===== config.mk =====
export PLATFORM = sky130hd
export DESIGN_NAME = touch_sample_average_scale
export DESIGN_NICKNAME = d
export VERILOG_FILES = /design/src/sv/tsa_pkg.sv /design/src/sv/tsa_front.sv /design/src/sv/tsa_job_queue.sv /design/src/sv/tsa_back.sv /design/src/sv/touch_sample_average_scale.sv
export SDC_FILE = /design/constraint.sdc
export NUM_CORES = 2
export LEC_CHECK = 0
export ABC_AREA = 1
export BUFFER_PORTS_ARGS = -buffer_cell sky130_fd_sc_hd__buf_2
export CAP_MARGIN = 5
export CORE_UTILIZATION = 60
export DETAILED_ROUTE_END_ITERATION = 12
export PLACE_DENSITY = 0.79
export SETUP_SLACK_MARGIN = 0.3
export SYNTH_ARGS = -nofsm -noshare
export SYNTH_HDL_FRONTEND = slang
export SYNTH_SLANG_ARGS = --single-unit

===== constraint.sdc =====
create_clock -name clk -period 15.6 [get_ports clk]
set_input_delay 0.78 -clock clk [delete_from_list [all_inputs] [get_ports clk]]
set_output_delay 0.78 -clock clk [all_outputs]
set_load 0.05 [all_outputs]

===== src/sv/tsa_pkg.sv =====
// ============================================================================
// tsa_pkg - shared types and constants for the touch sample average/scale block
// Widths of the sample, register and arithmetic paths, the register map, the
// structures that pass between the front end, the job queue and the back end.
// ============================================================================
package tsa_pkg;

    // Samples per axis and field widths.
    localparam int SAMPLES    = 5;
    localparam int SAMPLE_W   = 12;
    localparam int REG_W      = 13;
    localparam int CFG_IDX_W  = 3;
    localparam int SUM_W      = 15;   // 5 * 4095 fits in 15 bits
    localparam int CNT_W      = 3;    // 0 .. 5 samples in window
    localparam int DIFF_W     = 15;   // sum - count * low, at most 5 * 4095
    localparam int DEN_W      = 16;   // count * (high - low), at most 5 * 8191
    localparam int NUM_W      = DIFF_W + REG_W;
    localparam int QUO_W      = REG_W; // quotient never exceeds the range register
    localparam int QUO_IDX_W  = $clog2(QUO_W);
    localparam int DIV_STAGES = QUO_W;

    // Queue between front end and back end.
    localparam int MID_DEPTH  = 4;
    localparam int MID_PTR_W  = $clog2(MID_DEPTH);
    localparam int MID_CNT_W  = MID_PTR_W + 1;

    // Result queue in the back end; its depth also sets the credit limit.
    localparam int OUT_DEPTH  = 16;
    localparam int OUT_PTR_W  = $clog2(OUT_DEPTH);
    localparam int OUT_CNT_W  = OUT_PTR_W + 1;

    // Register map.
    typedef enum logic [CFG_IDX_W-1:0] {
        REG_RAW_X_LOW     = 3'd0,
        REG_RAW_X_HIGH    = 3'd1,
        REG_RAW_Y_LOW     = 3'd2,
        REG_RAW_Y_HIGH    = 3'd3,
        REG_SCREEN_WIDTH  = 3'd4,
        REG_SCREEN_HEIGHT = 3'd5
    } cfg_index_e;

    localparam logic [REG_W-1:0] RST_RAW_X_LOW     = 13'd0;
    localparam logic [REG_W-1:0] RST_RAW_X_HIGH    = 13'd4095;
    localparam logic [REG_W-1:0] RST_RAW_Y_LOW     = 13'd0;
    localparam logic [REG_W-1:0] RST_RAW_Y_HIGH    = 13'd4095;
    localparam logic [REG_W-1:0] RST_SCREEN_WIDTH  = 13'd320;
    localparam logic [REG_W-1:0] RST_SCREEN_HEIGHT = 13'd240;

    typedef logic [SAMPLES-1:0][SAMPLE_W-1:0] samples_t;

    typedef struct packed {
        logic [REG_W-1:0] raw_x_low;
        logic [REG_W-1:0] raw_x_high;
        logic [REG_W-1:0] raw_y_low;
        logic [REG_W-1:0] raw_y_high;
        logic [REG_W-1:0] screen_width;
        logic [REG_W-1:0] screen_height;
    } cfg_t;

    // One axis of a classified read. zero forces the coordinate to 0.
    typedef struct packed {
        logic              zero;
        logic [DIFF_W-1:0] diff;
        logic [DEN_W-1:0]  den;
    } job_lane_t;

    typedef struct packed {
        logic      touch;
        job_lane_t x;
        job_lane_t y;
    } job_t;

    // One axis inside the divider pipeline.
    typedef struct packed {
        logic             zero;
        logic [NUM_W-1:0] rem;
        logic [DEN_W-1:0] den;
        logic [QUO_W-1:0] quo;
    } div_lane_t;

    typedef struct packed {
        logic      touch;
        div_lane_t x;
        div_lane_t y;
    } div_stage_t;

    typedef struct packed {
        logic             touch_down;
        logic [REG_W-1:0] pos_x;
        logic [REG_W-1:0] pos_y;
    } result_t;

    // Small count (0..7) times a 13-bit value, as shift and add.
    function automatic logic [DEN_W-1:0] mul_cnt(input logic [CNT_W-1:0] c,
                                                 input logic [REG_W-1:0] v);
        logic [DEN_W-1:0] w;
        logic [DEN_W-1:0] acc;
        w   = DEN_W'(v);
        acc = '0;
        if (c[0]) acc = acc + w;
        if (c[1]) acc = acc + (w << 1);
        if (c[2]) acc = acc + (w << 2);
        return acc;
    endfunction

endpackage


===== src/sv/tsa_front.sv =====
// ============================================================================
// tsa_front - window filter, sum and count for each touch read
// Two registered stages: the first filters and accumulates the samples of each
// axis, the second forms the numerator offset and the denominator per axis.
// ============================================================================
module tsa_front (
    input  logic              clk,
    input  logic              rst_n,
    input  tsa_pkg::cfg_t     cfg,
    input  logic              in_push,
    output logic              in_full,
    input  logic              pen_up,
    input  tsa_pkg::samples_t x_samples,
    input  tsa_pkg::samples_t y_samples,
    output logic              q_push,
    input  logic              q_full,
    output tsa_pkg::job_t     q_job
);

    logic f1_valid_reg;
    logic f2_valid_reg;
    logic f1_ready;
    logic f2_ready;
    logic in_fire;

    logic                        f1_pen_reg;
    logic [tsa_pkg::SUM_W-1:0]   f1_sum_x_reg;
    logic [tsa_pkg::SUM_W-1:0]   f1_sum_y_reg;
    logic [tsa_pkg::CNT_W-1:0]   f1_cnt_x_reg;
    logic [tsa_pkg::CNT_W-1:0]   f1_cnt_y_reg;
    logic [tsa_pkg::SUM_W-1:0]   sum_x_next;
    logic [tsa_pkg::SUM_W-1:0]   sum_y_next;
    logic [tsa_pkg::CNT_W-1:0]   cnt_x_next;
    logic [tsa_pkg::CNT_W-1:0]   cnt_y_next;

    tsa_pkg::job_t f2_job_reg;
    tsa_pkg::job_t job_next;

    // A stage may load when it is empty or its content moves on this cycle.
    assign f2_ready = !f2_valid_reg || !q_full;
    assign f1_ready = !f1_valid_reg || f2_ready;
    assign in_full  = !f1_ready;
    assign in_fire  = in_push && f1_ready;
    assign q_push   = f2_valid_reg;
    assign q_job    = f2_job_reg;

    always_comb
    begin
        sum_x_next = '0;
        sum_y_next = '0;
        cnt_x_next = '0;
        cnt_y_next = '0;
        for (int i = 0; i < tsa_pkg::SAMPLES; i++)
        begin
            if (tsa_pkg::REG_W'(x_samples[i]) >= cfg.raw_x_low &&
                tsa_pkg::REG_W'(x_samples[i]) <= cfg.raw_x_high)
            begin
                sum_x_next = sum_x_next + tsa_pkg::SUM_W'(x_samples[i]);
                cnt_x_next = cnt_x_next + tsa_pkg::CNT_W'(1);
            end
            if (tsa_pkg::REG_W'(y_samples[i]) >= cfg.raw_y_low &&
                tsa_pkg::REG_W'(y_samples[i]) <= cfg.raw_y_high)
            begin
                sum_y_next = sum_y_next + tsa_pkg::SUM_W'(y_samples[i]);
                cnt_y_next = cnt_y_next + tsa_pkg::CNT_W'(1);
            end
        end
    end

    // Every accepted sample is at least the low bound, so the offset sum
    // never goes negative when the axis has samples.
    always_comb
    begin
        logic [tsa_pkg::DEN_W-1:0] off_x;
        logic [tsa_pkg::DEN_W-1:0] off_y;
        off_x = tsa_pkg::DEN_W'(f1_sum_x_reg) - tsa_pkg::mul_cnt(f1_cnt_x_reg, cfg.raw_x_low);
        off_y = tsa_pkg::DEN_W'(f1_sum_y_reg) - tsa_pkg::mul_cnt(f1_cnt_y_reg, cfg.raw_y_low);
        job_next.touch  = !f1_pen_reg && (f1_cnt_x_reg != '0) && (f1_cnt_y_reg != '0);
        job_next.x.zero = !job_next.touch || (cfg.raw_x_high <= cfg.raw_x_low);
        job_next.y.zero = !job_next.touch || (cfg.raw_y_high <= cfg.raw_y_low);
        job_next.x.diff = off_x[tsa_pkg::DIFF_W-1:0];
        job_next.y.diff = off_y[tsa_pkg::DIFF_W-1:0];
        job_next.x.den  = tsa_pkg::mul_cnt(f1_cnt_x_reg, cfg.raw_x_high - cfg.raw_x_low);
        job_next.y.den  = tsa_pkg::mul_cnt(f1_cnt_y_reg, cfg.raw_y_high - cfg.raw_y_low);
    end

    always_ff @(posedge clk or negedge rst_n)
    begin
        if (!rst_n)
        begin
            f1_valid_reg <= 1'b0;
            f2_valid_reg <= 1'b0;
        end
        else
        begin
            if (f1_ready)
            begin
                f1_valid_reg <= in_fire;
            end
            if (f2_ready)
            begin
                f2_valid_reg <= f1_valid_reg;
            end
        end
    end

    always_ff @(posedge clk)
    begin
        if (in_fire)
        begin
            f1_pen_reg   <= pen_up;
            f1_sum_x_reg <= sum_x_next;
            f1_sum_y_reg <= sum_y_next;
            f1_cnt_x_reg <= cnt_x_next;
            f1_cnt_y_reg <= cnt_y_next;
        end
        if (f2_ready && f1_valid_reg)
        begin
            f2_job_reg <= job_next;
        end
    end

endmodule


===== src/sv/tsa_job_queue.sv =====
// ============================================================================
// tsa_job_queue - short queue of classified reads
// Four entries between the front end and the back end so that either side can
// stall without stopping the other.
// ============================================================================
module tsa_job_queue (
    input  logic          clk,
    input  logic          rst_n,
    input  logic          push,
    input  tsa_pkg::job_t push_job,
    output logic          full,
    input  logic          pop,
    output tsa_pkg::job_t pop_job,
    output logic          empty
);

    tsa_pkg::job_t                  mem_reg [tsa_pkg::MID_DEPTH];
    logic [tsa_pkg::MID_PTR_W-1:0]  wr_ptr_reg;
    logic [tsa_pkg::MID_PTR_W-1:0]  rd_ptr_reg;
    logic [tsa_pkg::MID_CNT_W-1:0]  count_reg;
    logic                           push_fire;
    logic                           pop_fire;

    assign full      = (count_reg == tsa_pkg::MID_CNT_W'(tsa_pkg::MID_DEPTH));
    assign empty     = (count_reg == '0);
    assign push_fire = push && !full;
    assign pop_fire  = pop && !empty;
    assign pop_job   = mem_reg[rd_ptr_reg];

    always_ff @(posedge clk or negedge rst_n)
    begin
        if (!rst_n)
        begin
            wr_ptr_reg <= '0;
            rd_ptr_reg <= '0;
            count_reg  <= '0;
        end
        else
        begin
            if (push_fire)
            begin
                wr_ptr_reg <= wr_ptr_reg + tsa_pkg::MID_PTR_W'(1);
            end
            if (pop_fire)
            begin
                rd_ptr_reg <= rd_ptr_reg + tsa_pkg::MID_PTR_W'(1);
            end
            if (push_fire && !pop_fire)
            begin
                count_reg <= count_reg + tsa_pkg::MID_CNT_W'(1);
            end
            else if (pop_fire && !push_fire)
            begin
                count_reg <= count_reg - tsa_pkg::MID_CNT_W'(1);
            end
        end
    end

    always_ff @(posedge clk)
    begin
        if (push_fire)
        begin
            mem_reg[wr_ptr_reg] <= push_job;
        end
    end

endmodule


===== src/sv/tsa_back.sv =====
// ============================================================================
// tsa_back - scaling multiply, pipelined divider and result queue
// One multiply stage, then one restoring divide stage per quotient bit for
// both axes in parallel, then a result queue. Jobs enter only while the
// queue has a free slot for every job already in flight.
// ============================================================================
module tsa_back (
    input  logic             clk,
    input  logic             rst_n,
    input  tsa_pkg::cfg_t    cfg,
    input  logic             q_empty,
    input  tsa_pkg::job_t    q_job,
    output logic             q_pop,
    input  logic             out_pop,
    output logic             out_empty,
    output tsa_pkg::result_t out_result
);

    localparam int LAST = tsa_pkg::DIV_STAGES;

    logic                        valid_reg [0:LAST];
    tsa_pkg::div_stage_t         stage_reg [0:LAST];
    tsa_pkg::div_stage_t         stage_next [1:LAST];
    tsa_pkg::div_stage_t         mul_next;

    tsa_pkg::result_t                out_mem_reg [tsa_pkg::OUT_DEPTH];
    logic [tsa_pkg::OUT_PTR_W-1:0]   out_wr_ptr_reg;
    logic [tsa_pkg::OUT_PTR_W-1:0]   out_rd_ptr_reg;
    logic [tsa_pkg::OUT_CNT_W-1:0]   out_count_reg;
    logic [tsa_pkg::OUT_CNT_W-1:0]   back_count_reg;
    logic                            issue;
    logic                            pop_fire;
    logic                            out_push;
    tsa_pkg::result_t                result_next;

    function automatic tsa_pkg::div_lane_t div_step(input tsa_pkg::div_lane_t l,
                                                    input logic [tsa_pkg::QUO_IDX_W-1:0] k);
        logic [tsa_pkg::NUM_W:0] sub;
        logic [tsa_pkg::NUM_W:0] trial;
        tsa_pkg::div_lane_t      r;
        r     = l;
        sub   = (tsa_pkg::NUM_W+1)'(l.den) << k;
        trial = {1'b0, l.rem} - sub;
        if (!trial[tsa_pkg::NUM_W])
        begin
            r.rem    = trial[tsa_pkg::NUM_W-1:0];
            r.quo[k] = 1'b1;
        end
        return r;
    endfunction

    // back_count_reg counts jobs in the pipeline plus results in the queue.
    assign issue     = !q_empty && (back_count_reg < tsa_pkg::OUT_CNT_W'(tsa_pkg::OUT_DEPTH));
    assign q_pop     = issue;
    assign out_empty = (out_count_reg == '0);
    assign pop_fire  = out_pop && !out_empty;
    assign out_result = out_mem_reg[out_rd_ptr_reg];
    assign out_push  = valid_reg[LAST];

    always_comb
    begin
        mul_next.touch  = q_job.touch;
        mul_next.x.zero = q_job.x.zero;
        mul_next.x.rem  = tsa_pkg::NUM_W'(q_job.x.diff) * tsa_pkg::NUM_W'(cfg.screen_width);
        mul_next.x.den  = q_job.x.den;
        mul_next.x.quo  = '0;
        mul_next.y.zero = q_job.y.zero;
        mul_next.y.rem  = tsa_pkg::NUM_W'(q_job.y.diff) * tsa_pkg::NUM_W'(cfg.screen_height);
        mul_next.y.den  = q_job.y.den;
        mul_next.y.quo  = '0;
    end

    // Stage s settles quotient bit LAST - s, most significant first.
    for (genvar s = 1; s <= LAST; s++)
    begin : g_div
        localparam logic [tsa_pkg::QUO_IDX_W-1:0] K = tsa_pkg::QUO_IDX_W'(LAST - s);
        always_comb
        begin
            stage_next[s].touch = stage_reg[s-1].touch;
            stage_next[s].x     = div_step(stage_reg[s-1].x, K);
            stage_next[s].y     = div_step(stage_reg[s-1].y, K);
        end
    end

    always_comb
    begin
        result_next.touch_down = stage_reg[LAST].touch;
        result_next.pos_x      = stage_reg[LAST].x.zero ? '0 : stage_reg[LAST].x.quo;
        result_next.pos_y      = stage_reg[LAST].y.zero ? '0 : stage_reg[LAST].y.quo;
    end

    always_ff @(posedge clk or negedge rst_n)
    begin
        if (!rst_n)
        begin
            for (int s = 0; s <= LAST; s++)
            begin
                valid_reg[s] <= 1'b0;
            end
            out_wr_ptr_reg <= '0;
            out_rd_ptr_reg <= '0;
            out_count_reg  <= '0;
            back_count_reg <= '0;
        end
        else
        begin
            valid_reg[0] <= issue;
            for (int s = 1; s <= LAST; s++)
            begin
                valid_reg[s] <= valid_reg[s-1];
            end
            if (out_push)
            begin
                out_wr_ptr_reg <= out_wr_ptr_reg + tsa_pkg::OUT_PTR_W'(1);
            end
            if (pop_fire)
            begin
                out_rd_ptr_reg <= out_rd_ptr_reg + tsa_pkg::OUT_PTR_W'(1);
            end
            if (out_push && !pop_fire)
            begin
                out_count_reg <= out_count_reg + tsa_pkg::OUT_CNT_W'(1);
            end
            else if (pop_fire && !out_push)
            begin
                out_count_reg <= out_count_reg - tsa_pkg::OUT_CNT_W'(1);
            end
            if (issue && !pop_fire)
            begin
                back_count_reg <= back_count_reg + tsa_pkg::OUT_CNT_W'(1);
            end
            else if (pop_fire && !issue)
            begin
                back_count_reg <= back_count_reg - tsa_pkg::OUT_CNT_W'(1);
            end
        end
    end

    always_ff @(posedge clk)
    begin
        stage_reg[0] <= mul_next;
        for (int s = 1; s <= LAST; s++)
        begin
            stage_reg[s] <= stage_next[s];
        end
        if (out_push)
        begin
            out_mem_reg[out_wr_ptr_reg] <= result_next;
        end
    end

    // The credit scheme must keep the result queue from overflowing.
    a_no_overflow: assert property (@(posedge clk) disable iff (!rst_n)
        out_push |-> (out_count_reg != tsa_pkg::OUT_CNT_W'(tsa_pkg::OUT_DEPTH)))
        else $error("result queue written while full");

    a_credit_covers_queue: assert property (@(posedge clk) disable iff (!rst_n)
        back_count_reg >= out_count_reg)
        else $error("credit count below result queue occupancy");

    a_no_touch_zero: assert property (@(posedge clk) disable iff (!rst_n)
        (!out_empty && !out_result.touch_down) |->
            (out_result.pos_x == '0 && out_result.pos_y == '0))
        else $error("no-touch result carries a nonzero coordinate");

endmodule


===== src/sv/touch_sample_average_scale.sv =====
// ============================================================================
// touch_sample_average_scale - oversampled touch read averaging and scaling
// Filters five X and five Y samples against raw windows, averages the rest
// and maps the average onto the screen range.
// ============================================================================
// Usage:
//   Reads enter through a queue-style port: a transfer happens at a clock
//   edge with push high and full low. Each read carries pen_up and five raw
//   samples per axis. Results leave the same way: while empty is low the
//   oldest result is on touch_down, pos_x and pos_y, and a transfer happens
//   at an edge with pop high. Every read yields exactly one result, in order.
//   Registers are written through cfg_valid/cfg_ready (cfg_ready is always
//   high) with cfg_index selecting the register; indexes above five are
//   ignored. Write them only while no read is in flight.
//   The block takes one read per cycle while the receiver keeps popping;
//   that rate is set by the 13-stage divider, which starts one job per cycle,
//   and its credit loop of 16 result slots. When the receiver stops popping,
//   results collect in the 16-entry result queue, then the 4-entry job queue
//   and the two front stages fill and full rises; nothing is lost and the
//   pipeline resumes when pop returns.
//   Reset clears all queues and loads the registers with their defaults
//   (window 0..4095 on both axes, screen 320 by 240).
// ============================================================================
module touch_sample_average_scale (
    input  logic                            clk,
    input  logic                            rst_n,
    // configuration write channel
    input  logic                            cfg_valid,
    output logic                            cfg_ready,
    input  logic [tsa_pkg::CFG_IDX_W-1:0]   cfg_index,
    input  logic [tsa_pkg::REG_W-1:0]       cfg_data,
    // read input
    input  logic                            push,
    output logic                            full,
    input  logic                            pen_up,
    input  logic [tsa_pkg::SAMPLE_W-1:0]    x_sample_0,
    input  logic [tsa_pkg::SAMPLE_W-1:0]    x_sample_1,
    input  logic [tsa_pkg::SAMPLE_W-1:0]    x_sample_2,
    input  logic [tsa_pkg::SAMPLE_W-1:0]    x_sample_3,
    input  logic [tsa_pkg::SAMPLE_W-1:0]    x_sample_4,
    input  logic [tsa_pkg::SAMPLE_W-1:0]    y_sample_0,
    input  logic [tsa_pkg::SAMPLE_W-1:0]    y_sample_1,
    input  logic [tsa_pkg::SAMPLE_W-1:0]    y_sample_2,
    input  logic [tsa_pkg::SAMPLE_W-1:0]    y_sample_3,
    input  logic [tsa_pkg::SAMPLE_W-1:0]    y_sample_4,
    // result output
    output logic                            empty,
    input  logic                            pop,
    output logic                            touch_down,
    output logic [tsa_pkg::REG_W-1:0]       pos_x,
    output logic [tsa_pkg::REG_W-1:0]       pos_y
);

    tsa_pkg::cfg_t     cfg_reg;
    tsa_pkg::samples_t x_samples;
    tsa_pkg::samples_t y_samples;
    tsa_pkg::job_t     front_job;
    tsa_pkg::job_t     queue_job;
    tsa_pkg::result_t  result;
    logic              front_push;
    logic              queue_full;
    logic              queue_empty;
    logic              queue_pop;

    // The register file never stalls a write.
    assign cfg_ready = 1'b1;

    always_ff @(posedge clk or negedge rst_n)
    begin
        if (!rst_n)
        begin
            cfg_reg.raw_x_low     <= tsa_pkg::RST_RAW_X_LOW;
            cfg_reg.raw_x_high    <= tsa_pkg::RST_RAW_X_HIGH;
            cfg_reg.raw_y_low     <= tsa_pkg::RST_RAW_Y_LOW;
            cfg_reg.raw_y_high    <= tsa_pkg::RST_RAW_Y_HIGH;
            cfg_reg.screen_width  <= tsa_pkg::RST_SCREEN_WIDTH;
            cfg_reg.screen_height <= tsa_pkg::RST_SCREEN_HEIGHT;
        end
        else if (cfg_valid && cfg_ready)
        begin
            unique case (tsa_pkg::cfg_index_e'(cfg_index))
                tsa_pkg::REG_RAW_X_LOW:     cfg_reg.raw_x_low     <= cfg_data;
                tsa_pkg::REG_RAW_X_HIGH:    cfg_reg.raw_x_high    <= cfg_data;
                tsa_pkg::REG_RAW_Y_LOW:     cfg_reg.raw_y_low     <= cfg_data;
                tsa_pkg::REG_RAW_Y_HIGH:    cfg_reg.raw_y_high    <= cfg_data;
                tsa_pkg::REG_SCREEN_WIDTH:  cfg_reg.screen_width  <= cfg_data;
                tsa_pkg::REG_SCREEN_HEIGHT: cfg_reg.screen_height <= cfg_data;
                default:
                begin
                    // Unmapped index: the write is dropped.
                end
            endcase
        end
    end

    assign x_samples = {x_sample_4, x_sample_3, x_sample_2, x_sample_1, x_sample_0};
    assign y_samples = {y_sample_4, y_sample_3, y_sample_2, y_sample_1, y_sample_0};

    // Front end: window filter, sums and counts, numerator offset and divisor.
    tsa_front u_front (
        .clk       (clk),
        .rst_n     (rst_n),
        .cfg       (cfg_reg),
        .in_push   (push),
        .in_full   (full),
        .pen_up    (pen_up),
        .x_samples (x_samples),
        .y_samples (y_samples),
        .q_push    (front_push),
        .q_full    (queue_full),
        .q_job     (front_job)
    );

    // Decoupling queue between the two halves.
    tsa_job_queue u_job_queue (
        .clk      (clk),
        .rst_n    (rst_n),
        .push     (front_push),
        .push_job (front_job),
        .full     (queue_full),
        .pop      (queue_pop),
        .pop_job  (queue_job),
        .empty    (queue_empty)
    );

    // Back end: scale multiply, divider pipeline and result queue.
    tsa_back u_back (
        .clk        (clk),
        .rst_n      (rst_n),
        .cfg        (cfg_reg),
        .q_empty    (queue_empty),
        .q_job      (queue_job),
        .q_pop      (queue_pop),
        .out_pop    (pop),
        .out_empty  (empty),
        .out_result (result)
    );

    assign touch_down = result.touch_down;
    assign pos_x      = result.pos_x;
    assign pos_y      = result.pos_y;

endmodule


# After elaboration in Yosys (flattened, before gate mapping)
# Memory sizes are Yosys's and may differ from the RTL's.
# Index checks and enable logic that the tools add are counted.
[totals]
regBits = 221
ram_bits = 2330
input_bits = 142
out_inout_bits = 30
mem_count = 3
[op_classes]
addsub = 64
multipliers = 2
n_lt_le_gt_ge = 23
n_eq_ne = 6
mux = 96
n_reduce_logical = 55
[mem_list]
columns = ["memory", "depth", "word_bits", "rd", "rd_ports_with_merged_regs", "write_ports", "line_no", "text"]
rows = [
  ["u_back.stage_reg", 14, 117, 14, 0, 14, "tsa_back.sv:22", "tsa_pkg::div_stage_t stage_reg [0:LAST];"],
  ["u_back.out_mem_reg", 16, 27, 1, 0, 1, "tsa_back.sv:26", "tsa_pkg::result_t out_mem_reg [tsa_pkg::OUT_DEPTH];"],
  ["u_job_queue.mem_reg", 4, 65, 1, 0, 1, "tsa_job_queue.sv:17", "tsa_pkg::job_t mem_reg [tsa_pkg::MID_DEPTH];"],
]
[ops]
columns = ["op", "count"]
rows = [
  ["2-to-1 mux 28 bit", 26],
  ["2-to-1 mux 15 bit", 12],
  ["greater-or-equal comparator 12 x 13 -> 1 bit", 10],
  ["less-or-equal comparator 12 x 13 -> 1 bit", 10],
  ["adder 15 x 12 -> 15 bit", 6],
  ["2-to-1 mux 13 bit", 6],
  ["2-to-1 mux 16 bit", 4],
  ["adder 13 x 14 -> 15 bit", 4],
  ["subtractor 28 x 16 -> 29 bit", 2],
  ["subtractor 28 x 17 -> 29 bit", 2],
  ["subtractor 28 x 18 -> 29 bit", 2],
  ["subtractor 28 x 19 -> 29 bit", 2],
  ["subtractor 28 x 20 -> 29 bit", 2],
  ["subtractor 28 x 21 -> 29 bit", 2],
  ["subtractor 28 x 22 -> 29 bit", 2],
  ["subtractor 28 x 23 -> 29 bit", 2],
  ["subtractor 28 x 24 -> 29 bit", 2],
  ["subtractor 28 x 25 -> 29 bit", 2],
  ["subtractor 28 x 26 -> 29 bit", 2],
  ["subtractor 28 x 27 -> 29 bit", 2],
  ["subtractor 28 x 28 -> 29 bit", 2],
  ["multiplier 15 x 13 -> 28 bit", 2],
  ["adder 16 x 15 -> 16 bit", 2],
  ["2-to-1 mux 1 bit", 32],
  ["other kinds (27)", 106],
]

# Longest topological paths before layout
[depth]
depth_word = 11
depth_mapped = 51
mapped_depth_nobuf = 49

# Cells and area by module
# From an unflattened synthesis, not the netlist that was laid out.
[hier_totals]
cells_unflattened = 17448
hier_area_um2 = 135383.6
[modules_own_cells]
columns = ["module", "n_inst", "cells_per_inst", "area_per_inst_um2", "seq_area_each_um2"]
rows = [
  ["tsa_back", 1, 12576, 97187.0, 41159.5],
  ["tsa_front", 1, 3699, 24317.1, 3113.0],
  ["tsa_job_queue", 1, 820, 10680.2, 7982.7],
  ["touch_sample_average_scale", 1, 353, 3199.3, 1989.4],
]

# Worst setup path before layout
# No wires, ideal clock.
[synth_path]
kind = "input -> register"
start = "in x_sample_0[8] (netlist bit)"
end = "reg u_front.f1_sum_x_reg[13] (netlist bit), data pin"
setup_ps = 253
arrival_ps = 6684
required_time_ps = 15347
setup_slack_ps = 8663
cell_stages = 40
cell_sequence = "ha_1 > nand2_1 > nor2_1 > nand2_1 > or3_1 > nand3_2 > buf_6 > nand3_1 > inv_1 > ha_1 > inv_1 > fa_1 > xnor2_1 > or2_2 > and2_1 > ha_1 > a21oi_1 > nand2_1 > [4 not listed] > nand2_1 > ha_1 > inv_1 > o21ai_0 > a21oi_1 > nand2_1 > xor2_1 > or2_2 > and2_1 > ha_1 > nand2_1 > nor2_1 > nand3_1 > o2111ai_1 > a21o_1 > nand4_1 > nand2_1 > nand2_1"
[synth_via]
elab_chain_len = 11
[synth_lines]
columns = ["element", "line_no", "text"]
rows = [
  ["start: declaration", "touch_sample_average_scale.sv:36", "input logic [tsa_pkg::SAMPLE_W-1:0] x_sample_0,"],
  ["greater-or-equal comparator 12 x 13 -> 1 bit / less-or-equal comparator 12 x 13 -> 1 bit (equally long branches)", "tsa_front.sv:55, tsa_front.sv:56", ""],
  ["logical AND 1 bit", "tsa_front.sv:55", "if (tsa_pkg::REG_W'(x_samples[i]) >= cfg.raw_x_low &&"],
  ["2-to-1 mux 12 bit (*)", "tsa_front.sv:55", ""],
  ["adder 12 x 12 -> 13 bit", "tsa_front.sv:58", "sum_x_next = sum_x_next + tsa_pkg::SUM_W'(x_samples[i]);"],
  ["2-to-1 mux 15 bit (*)", "tsa_front.sv:55", ""],
  ["adder 15 x 12 -> 15 bit", "tsa_front.sv:58", ""],
  ["2-to-1 mux 15 bit (*)", "tsa_front.sv:55", ""],
  ["adder 15 x 12 -> 15 bit", "tsa_front.sv:58", ""],
  ["2-to-1 mux 15 bit (*)", "tsa_front.sv:55", ""],
  ["adder 15 x 12 -> 15 bit", "tsa_front.sv:58", ""],
  ["2-to-1 mux 15 bit (*)", "tsa_front.sv:55", ""],
  ["net u_front.sum_x_next (one bit)", "tsa_front.sv:31", "logic [tsa_pkg::SUM_W-1:0] sum_x_next;"],
  ["end signal: assignment", "tsa_front.sv:112", "f1_sum_x_reg <= sum_x_next;"],
  ["end: declaration", "tsa_front.sv:27", "logic [tsa_pkg::SUM_W-1:0] f1_sum_x_reg;"],
]
# The timed path passes the listed nets; every way through them passes the cells marked *.
# A chain may end at the register's enable or synchronous reset.

# Final worst setup path
[layout_path]
start = "reg cfg_reg[54] (netlist bit)"
end = "reg u_front.f1_sum_x_reg[13] (netlist bit), data pin"
[layout_via]
elab_chain_len = 11
[layout_lines]
columns = ["element", "line_no", "text"]
rows = [
  ["start: declaration", "touch_sample_average_scale.sv:54", "tsa_pkg::cfg_t cfg_reg;"],
  ["less-or-equal comparator 12 x 13 -> 1 bit", "tsa_front.sv:56", "tsa_pkg::REG_W'(x_samples[i]) <= cfg.raw_x_high)"],
  ["logical AND 1 bit", "tsa_front.sv:55", ""],
  ["2-to-1 mux 12 bit", "tsa_front.sv:55", ""],
  ["adder 12 x 12 -> 13 bit", "tsa_front.sv:58", ""],
  ["2-to-1 mux 15 bit", "tsa_front.sv:55", ""],
  ["adder 15 x 12 -> 15 bit", "tsa_front.sv:58", ""],
  ["2-to-1 mux 15 bit", "tsa_front.sv:55", ""],
  ["adder 15 x 12 -> 15 bit", "tsa_front.sv:58", ""],
  ["2-to-1 mux 15 bit", "tsa_front.sv:55", ""],
  ["adder 15 x 12 -> 15 bit", "tsa_front.sv:58", ""],
  ["2-to-1 mux 15 bit (*)", "tsa_front.sv:55", ""],
  ["net u_front.sum_x_next (one bit)", "tsa_front.sv:31", ""],
]
# Marks and branches as above.

==> run_results.csv <==
group,metric,value,unit
outcome,outcome,"finished, final reports clean",
routing,vias_per_cell,5.58,
timing,setup_tns,0,ns
logic_synthesis,syn_avg_cell_area,8.83,um2
cts,cts_hold_buf,1,
logic_synthesis,syn_inst,14000,
placement,dpl_cell_area,127000,um2
critical_path,r2r-end,"u_front.f1_sum_x_reg[13]",
critical_path,endpoint_kind,"flip-flop",
cts,cts_buffers,220,
finish,fillers,16300,
critical_path,cp.arrival,8.26,ns
timing,fin_skew,0.0748,ns
finish,finalNonFillerCells,17000,
global_routing,grt_start_max_net_pins,113,
cts,h-tree-depth,4,
global_routing,grt_pass1_wl,477,mm
logic_synthesis,synthDominantCellAreaShare,22.2,%
placement,dp_cells,16500,
finish,final_area,135000,um2
logic_synthesis,synthArstFlopShare,5.22,%
placement,place.gp.congestion,0.975,
run,maxCapViolations,0,
routing,wire_per_inst,17.7,um
timing,rsz0062_at_grt,"false",
critical_path,cp_num_buf_inv,4,
cts,post_cts_resized,0,
floorplan,core-area,203000,um2
min_path,holdPathStages,1,
global_routing,globalRouteTotalUtil,28.8,%
min_path,holdPathEnd,"u_front.f1_pen_reg",
finish,fin_nets,15600,
cts,clockBufferDepth,3,
logic_synthesis,synth.largest_area_cell,"dfxtp_1",
cts,tritoncts,"done",
finish,final_core_util,66.2,%
min_path,hold_path.class,"primary input to flip-flop",
timing,setup_violations,0,
cts,postCtsSetupBuffers,0,
cts,clock-sinks,2281,
timing,worst-slew-pin-transition,1.19,ns
critical_path,critPathMaxFanout,13,
logic_synthesis,netlist_top_cells_count,"2,703 x nand2_1, 1,831 x inv_1, 1,368 x dfxtp_1",
timing,slew_viol_final,0,
placement,dp_hpwl,222,mm
logic_synthesis,yosysSeqAreaShare,44.0,%
logic_synthesis,synth.distinct_cells,76,
routing,wl,300,mm
floorplan,ios,172,
global_routing,grt.overflow.total,0,
logic_synthesis,ys_top_cells_by_area,"dfxtp_1 22%, edfxtp_1 19%, ha_1 11%",
floorplan,dieArea,207000,um2
global_routing,antenna_found_initial,2,
logic_synthesis,syn_nets,15500,
finish,syn2layout_area_growth,9.17,%
timing,finalHoldViolCount,0,
logic_synthesis,yosys_warnings,0,
logic_synthesis,syn_area,123000,um2
floorplan,rows,165,
logic_synthesis,synth_enable_flop_cells,794,
critical_path,worst-r2r-setup-slack,7.94,ns
critical_path,r2r_start,"cfg_reg[54]",
floorplan,die_h,455,um
routing,dr.pass1.iters,8,
cts,clk_latency,0.88,ns
logic_synthesis,synth_seq_cells,2281,
critical_path,crit_family,"simple AND/OR/NAND/NOR gates",
critical_path,critical_path_class,"flip-flop to flip-flop",
routing,drt-initial-drc-count,8409,
cts,cts.clk_slew.worst_paths,0.07,ns
critical_path,required,16.20,ns
finish,drive_above_1_share,5.81,%
logic_synthesis,synth.most_common_cell,"nand2_1",
placement,numPortBuffers,170,
routing,vias,94700,
timing,period_needed,7.66,ns
timing,fin_crit_sh,49.1,%
timing,max_freq,131,MHz
floorplan,start_util,60.7,%
min_path,holdCritStartpoint,"pen_up",
critical_path,critPathLaunchType,"flip-flop",
routing,ant_nets,0,
critical_path,reg2regPathDepth,42,
critical_path,critPathSlowestCell,"dfstp_2",
finish,largest_reg_flops,1368,
routing,drc,0,
global_routing,grt_pass1_vias,92400,
cts,cts-root-buf,"clkbuf_16",
timing,slew_headroom,20.5,%
floorplan,dieWidth,455,um
logic_synthesis,yosys_most_used_dff,"dfxtp_1",
critical_path,cp_common_cell,"nand2_1",
critical_path,slowest_delay,0.55,ns
==> metal layers <==
| layer | GRT usage, % | share of wire [%] | vias to the layer above |
|---|---|---|---|
| li1 | - | - | 46700 |
| met3 | 4.08 | 6.5 | 728 |
| met4 | 11.8 | 4.3 | 0 |
| met2 | 49.7 | 48 | 3283 |
| met1 | 36.1 | 41 | 44100 |
| met5 | 0 | 0 | - |
==> cell type report <==
| cell class | instances | area, um2 | share of cell area (%) |
|---|---|---|---|
| well taps | 2672 | 3340 | 2.49 |
| repair buffers | 214 | 1190 | 0.884 |
| clock inverters | 140 | 1850 | 1.38 |
| inverters | 1871 | 7030 | 5.23 |
| flip-flops and latches | 2281 | 54300 | 40.3 |
| diodes | 5 | 12.5 | 0.00930 |
| multi-input cells | 9509 | 60700 | 45.1 |
| clock buffers | 277 | 6120 | 4.55 |
==> cell families after synthesis <==
group | Yosys count | share of synthesized area (%)
muxes | 87 | 0.708
DFF | 2281 | 44.0
adders and majority gates | 1407 | 16.3
other | 1 | 0.00304
buffers and inverters | 2167 | 6.83
and+or+nand+nor | 4929 | 16.6
AOI/OAI and AO/OA | 2494 | 11.3
xor gates and xnor gates | 591 | 4.22
==> cells in the final DEF, fill, tap and decap left out, drive strengths merged, types with 21 or more instances in the layout <==
master    netlist  layout
nand2        2716    2716
inv          1856    1870
dfxtp        1368    1368
nor2         1154    1154
o21ai        1137    1137
ha           1074    1074
a21oi         876     876
edfxtp        794     794
nand3         561     561
xor2          343     343
fa            333     333
clkbuf        178     277
xnor2         248     248
buf           118     213
nor3          151     151
nand4         136     136
clkinv         15      90
dfrtp          89      89
mux2i          86      86
o221ai         86      86
or2            82      82
a21o           78      78
a31oi          55      55
o211ai         47      47
nor4           42      42
o22ai          40      40
nand3b         39      39
o21bai         37      37
and2           35      35
dfstp          30      30
bufinv          0      30
o32ai          25      25
o2111ai        21      21
clkinvlp        0      21
a21boi         21      21
==> worst max path at each step <==
stage / startpoint / endpoint / depth (start not counted)
finish: cfg_reg[54] / u_front.f1_sum_x_reg[13] / 42
global route: cfg_reg[49] / u_front.f1_sum_y_reg[12] / 46
CTS: cfg_reg[66] / u_front.f1_sum_x_reg[13] / 42
detailed placement: x_sample_0[10] / u_front.f1_sum_x_reg[13] / 42
global placement: x_sample_0[6] / u_front.f1_sum_x_reg[13] / 41
floorplan: x_sample_0[8] / u_front.f1_sum_x_reg[13] / 40
==> metrics by stage <==
| stage | setup WS [ns] | hold WS [ns] |
|---|---|---|
| after detailed placement | 7.83 | 0.312 |
| after CTS | 8.00 | 0.0673 |
| after global placement | 7.80 | 0.310 |
| final | 7.94 | 0.109 |
| after global routing | 7.14 | 0.0832 |
| after floorplan | 8.66 | 0.310 |
Power is not shown: default switching activity piles up to over one toggle a cycle in this logic, so the estimate is an artifact.
